File: src/hdl/shared_pool_multi_stack_top_assert.svh
// ----------------------------------------------------------------------------
// shared_pool_multi_stack_top_assert
// Assertion macros for the shared pool stack block. Clock clk, reset rst_n.
// ----------------------------------------------------------------------------
`ifndef SHARED_POOL_MULTI_STACK_TOP_ASSERT_SVH
`define SHARED_POOL_MULTI_STACK_TOP_ASSERT_SVH

// condition holds at every edge
`define SPMS_ASSERT_NOW(label, cond, msg) \
  label: assert property (@(posedge clk) disable iff (!rst_n) (cond)) \
    else $error(msg);

// consequent holds in the same cycle
`define SPMS_ASSERT_IMP(label, ante, cons, msg) \
  label: assert property (@(posedge clk) disable iff (!rst_n) (ante) |-> (cons)) \
    else $error(msg);

// consequent holds in the next cycle
`define SPMS_ASSERT_NEXT(label, ante, cons, msg) \
  label: assert property (@(posedge clk) disable iff (!rst_n) (ante) |=> (cons)) \
    else $error(msg);

`endif

File: src/hdl/spms_pkg.sv
// ----------------------------------------------------------------------------
// spms_pkg
// Types, sizes and codes shared by the shared pool stack modules.
// ----------------------------------------------------------------------------
package spms_pkg;

  localparam int POOL_CELLS = 256;
  localparam int VALUE_BITS = 32;
  localparam int IO_BITS    = 32;
  localparam int NUM_STACKS = 3;
  localparam int CELL_BITS  = $clog2(POOL_CELLS);
  localparam int TOP_BITS   = CELL_BITS + 1;
  localparam int COUNT_BITS = $clog2(POOL_CELLS + 1);

  localparam logic [TOP_BITS-1:0] NO_CELL = TOP_BITS'(POOL_CELLS);

  typedef enum logic [1:0] {
    KIND_PUSH  = 2'd0,
    KIND_POP   = 2'd1,
    KIND_PEEK  = 2'd2,
    KIND_EMPTY = 2'd3
  } kind_t;

  typedef enum logic [1:0] {
    STAT_OK      = 2'd0,
    STAT_INVALID = 2'd1,
    STAT_FULL    = 2'd2,
    STAT_EMPTY   = 2'd3
  } stat_t;

  typedef enum logic {
    S_IDLE = 1'b0,
    S_EXEC = 1'b1
  } state_t;

  typedef struct packed {
    kind_t                     kind;
    logic [1:0]                stack_select;
    logic signed [IO_BITS-1:0] push_value;
  } in_word_t;

  typedef struct packed {
    stat_t                     status;
    logic signed [IO_BITS-1:0] read_value;
    logic                      empty_flag;
  } out_word_t;

  typedef struct packed {
    logic                 rd_en;
    logic                 take;
    logic                 give;
    logic [CELL_BITS-1:0] give_cell;
  } ring_req_t;

  typedef struct packed {
    logic [CELL_BITS-1:0] cell_idx;
    logic                 empty;
    logic                 full;
  } ring_stat_t;

endpackage

File: src/hdl/spms_ram.sv
// ----------------------------------------------------------------------------
// spms_ram
// Simple dual-port RAM, one write and one registered read port.
// ----------------------------------------------------------------------------
module spms_ram #(
  parameter int WIDTH = 8,
  parameter int DEPTH = 256,
  localparam int ADDR_BITS = $clog2(DEPTH)
) (
  input  logic                 clk,
  input  logic                 wr_en,
  input  logic [ADDR_BITS-1:0] wr_addr,
  input  logic [WIDTH-1:0]     wr_data,
  input  logic                 rd_en,
  input  logic [ADDR_BITS-1:0] rd_addr,
  output logic [WIDTH-1:0]     rd_data
);

  logic [WIDTH-1:0] mem [DEPTH];

  always_ff @(posedge clk) begin
    if (wr_en) begin
      mem[wr_addr] <= wr_data;
    end
  end

  always_ff @(posedge clk) begin
    if (rd_en) begin
      rd_data <= mem[rd_addr];
    end
  end

endmodule

File: src/hdl/spms_free_ring.sv
// ----------------------------------------------------------------------------
// spms_free_ring
// FIFO ring of free cell indices with head, tail and fill count.
// ----------------------------------------------------------------------------
module spms_free_ring (
  input  logic                   clk,
  input  logic                   rst_n,
  input  spms_pkg::ring_req_t    ring_req,
  output spms_pkg::ring_stat_t   ring_stat
);

  localparam int CB = spms_pkg::CELL_BITS;

  logic [CB-1:0]                   head_r, head_nxt;
  logic [CB-1:0]                   tail_r, tail_nxt;
  logic [spms_pkg::COUNT_BITS-1:0] count_r, count_nxt;
  logic [spms_pkg::POOL_CELLS-1:0] vld_r;
  logic                            rd_vld_r;
  logic [CB-1:0]                   rd_idx_r;
  logic [CB-1:0]                   ram_q;

  function automatic logic [CB-1:0] ring_next(input logic [CB-1:0] i);
    ring_next = (i == CB'(spms_pkg::POOL_CELLS - 1)) ? '0 : i + 1'b1;
  endfunction

  spms_ram #(
    .WIDTH (CB),
    .DEPTH (spms_pkg::POOL_CELLS)
  ) u_ring_ram (
    .clk     (clk),
    .wr_en   (ring_req.give),
    .wr_addr (tail_r),
    .wr_data (ring_req.give_cell),
    .rd_en   (ring_req.rd_en),
    .rd_addr (head_r),
    .rd_data (ram_q)
  );

  always_comb begin
    head_nxt  = head_r;
    tail_nxt  = tail_r;
    count_nxt = count_r;
    if (ring_req.take) begin
      head_nxt  = ring_next(head_r);
      count_nxt = count_r - 1'b1;
    end
    if (ring_req.give) begin
      tail_nxt  = ring_next(tail_r);
      count_nxt = count_r + 1'b1;
    end
  end

  always_ff @(posedge clk) begin
    if (!rst_n) begin
      head_r  <= '0;
      tail_r  <= '0;
      count_r <= spms_pkg::COUNT_BITS'(spms_pkg::POOL_CELLS);
      vld_r   <= '0;
    end else begin
      head_r  <= head_nxt;
      tail_r  <= tail_nxt;
      count_r <= count_nxt;
      if (ring_req.give) begin
        vld_r[tail_r] <= 1'b1;
      end
    end
  end

  // unwritten slot reads as its own index
  always_ff @(posedge clk) begin
    if (ring_req.rd_en) begin
      rd_vld_r <= vld_r[head_r];
      rd_idx_r <= head_r;
    end
  end

  assign ring_stat.cell_idx = rd_vld_r ? ram_q : rd_idx_r;
  assign ring_stat.empty    = (count_r == '0);
  assign ring_stat.full     = (count_r == spms_pkg::COUNT_BITS'(spms_pkg::POOL_CELLS));

endmodule

File: config.mk
export PLATFORM = sky130hd
export DESIGN_NAME = spms_free_ring
export DESIGN_NICKNAME = d
export VERILOG_FILES = /design/src/hdl/shared_pool_multi_stack_top_assert.svh /design/src/hdl/spms_pkg.sv /design/src/hdl/spms_ram.sv /design/src/hdl/spms_free_ring.sv
export SDC_FILE = /design/constraint.sdc
export NUM_CORES = 2
export LEC_CHECK = 0
export BUFFER_PORTS_ARGS = -buffer_cell sky130_fd_sc_hd__buf_2
export CAP_MARGIN = 20
export CORE_MARGIN = 8
export CORE_UTILIZATION = 46
export CTS_CLUSTER_DIAMETER = 150
export DETAILED_ROUTE_END_ITERATION = 6
export GPL_TIMING_DRIVEN = 0
export PLACE_DENSITY = 0.69
export SETUP_SLACK_MARGIN = 0.3
export SLEW_MARGIN = 20
export SYNTH_ARGS = -nofsm -noshare
export SYNTH_HDL_FRONTEND = slang
export SYNTH_SLANG_ARGS = --single-unit
File: constraint.sdc
create_clock -name clk -period 7.83 [get_ports clk]
set_input_delay 1.566 -clock clk [delete_from_list [all_inputs] [get_ports clk]]
set_output_delay 1.566 -clock clk [all_outputs]
set_load 0.005 [all_outputs]
======== Word-level counts from Yosys, hierarchy flattened ========
Memory sizes are Yosys's and may differ from the RTL's. A register that Yosys moved wholly into a read port is not among the register bits.
Index checks and enable logic that the tools add are counted.
storage, ports and cells
  bits of input ports ..................... 13
  memories kept ........................... 1
  flip-flop bits (word level) ............. 290
  output and inout bits ................... 10
  logic and storage cells ................. 32
  RAM bits ................................ 2048
operators by class
  reduce and logical (&&, ||, !) cells .... 3
  equality and inequality tests ........... 3
  muxes and demuxes ....................... 11
  $add $sub $neg .......................... 4
  bitwise logic cells ..................... 1
  magnitude comparators ................... 3
memories
  name            words  bits a word  read ports  clocked after Yosys merged registers in  wr ports  line            text
  u_ring_ram.mem  256    8            1           1                                        1         spms_ram.sv:19  logic [WIDTH-1:0] mem [DEPTH];
operator list
  kind                   count
  $or A256 B256 Y256     1
  $mux W8                3
  $lt A8 B9 Y1 const B   2
  $mux W9                2
  $add A8 B1 Y8 const B  2
  $eq A8 B8 Y1 const B   2
  $add A9 B1 Y9 const B  1
  $eq A9 B9 Y1 const B   1
  $logic_not A9 Y1       1
  $sub A9 B1 Y9 const B  1
  $bmux W1 S8            1
  $demux W1 S8           1
  $ge A8 B1 Y1 const B   1
  $mux W1                4
  $reduce_bool A2 Y1     1
  $logic_and A1 B1 Y1    1

======== Longest topological paths before layout ========
  depth after elaboration ................. 5
  mapped depth ............................ 12
  depth with buffers taken out ............ 9

======== By module ========
Synthesis repeated with hierarchy kept, for this count alone.
unflattened totals
  cells, all modules ...................... 4989
  area total of the unflattened synthesis .. 92020.8 um^2
modules (own cells, without submodules)
  module          area an instance (um^2)  times used  seq. area each (um^2)  cells an instance
  spms_ram        79636.4                  1           61739.2                3733
  spms_free_ring  12384.4                  1           5895.7                 1256

======== Worst setup path before layout ========
No wires, ideal clock.
  path kind ............................... input-to-reg
  from .................................... input ring_req[8] (netlist name)
  to ...................................... register count_r[8] (netlist name)
  arrival time ............................ 3582 ps
  path buffers ............................ 1
  setup slack ............................. 4128 ps
  stages on the path ...................... 10
  required time ........................... 7709 ps
  setup time .............................. 121 ps
  cells stage by stage .................... clkbuf_1 > inv_1 > ha_1 > nor2b_1 > o21ai_0 > a21boi_0 > o21ai_0 > a21oi_1 > mux2i_1 > mux2_2
between the ends
  longest elaborated chain between the ends .. 1
  elaborated cells on any way between the ends .. 2
  those cells by class .................... 1 x mux; 1 x reduce/logical
RTL lines
  what                                                  line                  text
  start, declared                                       spms_free_ring.sv:8   input spms_pkg::ring_req_t ring_req,
  $mux W9 / $reduce_bool A2 Y1 (equally long branches)  -
  end signal, assigned                                  spms_free_ring.sv:57  count_r <= spms_pkg::COUNT_BITS'(spms_pkg::POOL_CELLS);
  end signal, assigned                                  spms_free_ring.sv:62  count_r <= count_nxt;
  end, declared                                         spms_free_ring.sv:16  logic [spms_pkg::COUNT_BITS-1:0] count_r, count_nxt;
Parallel ways exist; a longest one is shown, timed or not.
A chain may end at the register's enable or synchronous reset.

======== Final worst setup path ========
  from .................................... register head_r[1]
  to ...................................... register rd_vld_r, data pin
between the ends
  longest elaborated chain between the ends .. 2
RTL lines
  what                           line                  text
  start, declared                spms_free_ring.sv:14  logic [CB-1:0] head_r, head_nxt;
  start signal, assigned         spms_free_ring.sv:60  head_r <= head_nxt;
  $bmux W1 S8                    spms_free_ring.sv:72  rd_vld_r <= vld_r[head_r];
  $mux W1 (not written as such)  spms_free_ring.sv:72
  end signal, assigned           spms_free_ring.sv:72
  end, declared                  spms_free_ring.sv:18  logic rd_vld_r;
No other way between the ends. The select of a mux whose other input is x is not followed.

==> flow_summary_export.csv <==
group,metric,value,unit
synthesis,postSynthAreaPerCell,19.7,µm²
clocking,post-cts-setup-buffer-count,0,
power_and_ir_drop,cellLeakagePower,32.6,nW
synthesis,syn_area,91600,µm²
setup_path,crit_arrival,6440,ps
clocking,post_cts.resized_instances,0,
timing,fin_worst_skew,92.3,ps
setup_path,worst-path-buf-inv,5,
synthesis,asyncSetResetFlopFracSynth,0,%
final_layout,multi_input_comb_area,21900,µm²
die,floorplan.die_area,214000,µm²
setup_path,cell_repeated_most_along_the_worst_path,"sky130_fd_sc_hd__buf_4",
timing,period_share,74.5,%
job,cap_violations,1,
setup_path,worst-setup-path-type,"reg2reg",
timing,fmax,171,MHz
power_and_ir_drop,peakVddDrop,0.000240,V
synthesis,synthTopCellsByCount,"sky130_fd_sc_hd__edfxtp_1 (2065), sky130_fd_sc_hd__mux4_2 (424), sky130_fd_sc_hd__nor2_1 (309)",
grt,track_usage,33.6,%
outcome,result_of_the_run,"complete, but fails checks",
drt,vias_per_cell,7.13,
timing,fin_crit,5830,ps
drt,route.final.wire_length,367,mm
grt,largest_net_degree_at_the_start_of_global_routing,129,
final_layout,finalCoreUtilization,52.7,%
final_layout,p_r_area_growth_vs_syn,13.6,%
synthesis,post-synth-top-area-cell,"sky130_fd_sc_hd__edfxtp_1",
die,start_util,46.3,%
setup_path,timing.critical_path.from_type,"flip-flop",
setup_path,slowest_cell_on_crit_path,"sky130_fd_sc_hd__buf_2",
synthesis,synth_top_area_share,67.7,%
clocking,ctsLongestPathBuffers,3,
drt,drc,2,
clocking,clk_latency,920,ps
grt,grt_pass1_vias,51100,
synthesis,syn-instance-count,4652,
outcome,violations,"design-rule violations, max-capacitance violations, max-slew violations",
synthesis,synth.area.top_cells,"sky130_fd_sc_hd__edfxtp_1 (68%), sky130_fd_sc_hd__mux4_2 (10%), sky130_fd_sc_hd__dfxtp_1 (6.1%), sky130_fd_sc_hd__mux4_1 (2.7%), sky130_fd_sc_hd__mux2i_1 (2.1%)",
clocking,h-tree-depth,4,
drt,dr.pass1.iters,7,
timing,setup_viol_count_final,0,
setup_path,critPathMaxFanout,10,
clocking,cts_tree,"done",
timing,timing.slew.headroom,-3.19,%
synthesis,yosys.cell_types.count,78,
final_layout,fill_cells,15200,
synthesis,mappedNetlistNets,4678,
timing,fin_tns_setup,0,ps
timing,finalHoldViolCount,0,
worst_hold_path,worst_min_path_class,"reg2reg",
drt,drt-wirelength-per-cell,46.8,µm
grt,grt_antenna_before_repair,47,
synthesis,synth_enable_flop_cells,2065,
synthesis,yosys_register_bits,2346,
timing,fin_worst_hold_slack,460,ps
final_layout,nNetsFinal,4973,
synthesis,yosysWarnings,0,
synthesis,postSynth.topFlopCell,"sky130_fd_sc_hd__edfxtp_1",
setup_path,timing.critical_path.required,8430,ps
power_and_ir_drop,power-per-cell-area,262,nW/µm²
clocking,clock_transition_at_the_registers_of_the_reported_paths,70,ps
final_layout,final-seq-area,67600,µm²
clocking,cts_num_sinks,2346,
drt,num_vias,55900,
setup_path,path_cells,"buf_4 > buf_4 > buf_2 > buf_4 > buf_2 > mux2i_1 > o22ai_1 > a2111oi_0 > o21ai_0 > nand4_1 > o211ai_1",
die,design.portCount,23,
grt,gr-total-overflow,0,
synthesis,ys_seq_area_share,73.8,%
clocking,ctsRootBufferMaster,"sky130_fd_sc_hd__clkbuf_16",
timing,final-max-slew-violation-count,11,
synthesis,synth_most_common_cell,"sky130_fd_sc_hd__edfxtp_1",
placement,placed_cells_incl_taps,7357,
setup_path,setup.worst_path.end_class,"flip-flop",
drt,first_iter_violations,11900,
placement,detailed_place_hpwl,236,mm
clocking,hold_fix_buffers_at_cts,0,
die,core,198000,µm²
die,die-height,462,µm
setup_path,critical-path-max-stage-delay,970,ps
die,floorplan.rows,163,
timing,grt_setup_unrepaired,"no",
placement,buffers_on_ports,20,
grt,grt_first_pass_wirelength,474,mm
setup_path,cpLargestDelayFamily,"buffers and inverters",
drt,final_antenna_net_count,0,
final_layout,non_filler_cells_final,7832,
timing,max_slew.worst_pin.slew,1550,ps
clocking,clock_buffer_count_from_cts,226,
final_layout,share_of_cells_above_drive_strength_1,22.1,%
placement,globalplace.congestion,1.06,
die,die_w,462,µm
[state kept, by name (all words and copies together) (netlist names)]
name	cells
u_ring_ram.mem	2048
vld_r	256
count_r	9
head_r	8
rd_idx_r	8
tail_r	8
u_ring_ram.rd_data	8
rd_vld_r	1
[worst paths after layout]
kind	from	end	slack [ps]	depth (start not counted)
worst min-delay path	vld_r[45]	vld_r[45]	460	1
worst min register to register	vld_r[45]	vld_r[45]	460	1
worst max-delay path	head_r[1]	rd_vld_r	2000	11
worst max register to register	head_r[1]	rd_vld_r	2000	11
[worst register-to-register path, delay by kind of cell, from the launching register on]
kind                   cells  cell delay [ps]
and+or+nand+nor            1              360
buffers and inverters      5             2820
DFF                        1              480
muxes                      1              320
AOI/OAI and AO/OA          4             1550
[logic make-up (layout without fill, tap and decap cells)]
kind of cell	count (synthesis)	after routing	synth area share [%]
flops	2346	2346	73.8
mux	743	743	15.6
compound gates	660	660	5.17
simple gates	568	568	2.70
buf+inv	310	809	2.34
fa+ha+maj	13	13	0.186
xor+xnor	12	12	0.115
other cells	0	41	0
[area by class of cell]
type | instances | area share [%]
buffer | 297 | 2.08
multi-input combinational | 1996 | 21.0
timing repair buffer | 67 | 1.26
inverter | 13 | 0.0469
clock inverter | 115 | 1.18
sequential | 2346 | 65.0
antenna | 41 | 0.0986
clock buffer | 317 | 6.11
tap | 2640 | 3.17
[metal layers]
layer / track usage [%] / up-vias / routed length (µm)
met1: 41.5 / 28600 / 120000
li1: - / 19800 / -
met3: 16.2 / 1453 / 62900
met2: 45.7 / 6003 / 149000
met4: 25.0 / 14 / 34400
met5: 0.936 / - / 526
[per-stage QoR]
stage | worst slack, ps | power (mW) | cell area [µm²]
finish | 2000 | 27.3 | 104000
global route | 2340 | 27.6 | 104000
CTS | 2490 | 27.0 | 104000
detailed placement | 2480 | 16.1 | 96300
global placement | 1450 | 16.1 | 95000
floorplan | 4130 | 14.9 | 91600
[report_power, final]
group / total [mW] / internal (mW) / switching, mW / leakage, nW
clock network: 11.3 / 6.26 / 5.02 / 3.70
registers: 13.6 / 13.6 / 0.0173 / 20.8
logic: 2.34 / 0.701 / 1.64 / 8.03
[cell usage in the layout (no fill, tap or decap), types with 45 or more instances in the layout]
cell type	n
sky130_fd_sc_hd__edfxtp_1	2065
sky130_fd_sc_hd__mux4_2	424
sky130_fd_sc_hd__nor2_1	284
sky130_fd_sc_hd__dfxtp_1	281
sky130_fd_sc_hd__o21a_1	257
sky130_fd_sc_hd__clkbuf_16	230
sky130_fd_sc_hd__mux2i_1	195
sky130_fd_sc_hd__clkbuf_1	122
sky130_fd_sc_hd__nand2_1	115
sky130_fd_sc_hd__mux4_1	94
sky130_fd_sc_hd__buf_2	87
sky130_fd_sc_hd__a21oi_1	73
sky130_fd_sc_hd__o21ai_0	55
sky130_fd_sc_hd__clkbuf_2	53
sky130_fd_sc_hd__o22ai_1	47
sky130_fd_sc_hd__clkbuf_8	46
sky130_fd_sc_hd__o221ai_1	45
No activity file was read; power rests on OpenSTA's default activity.
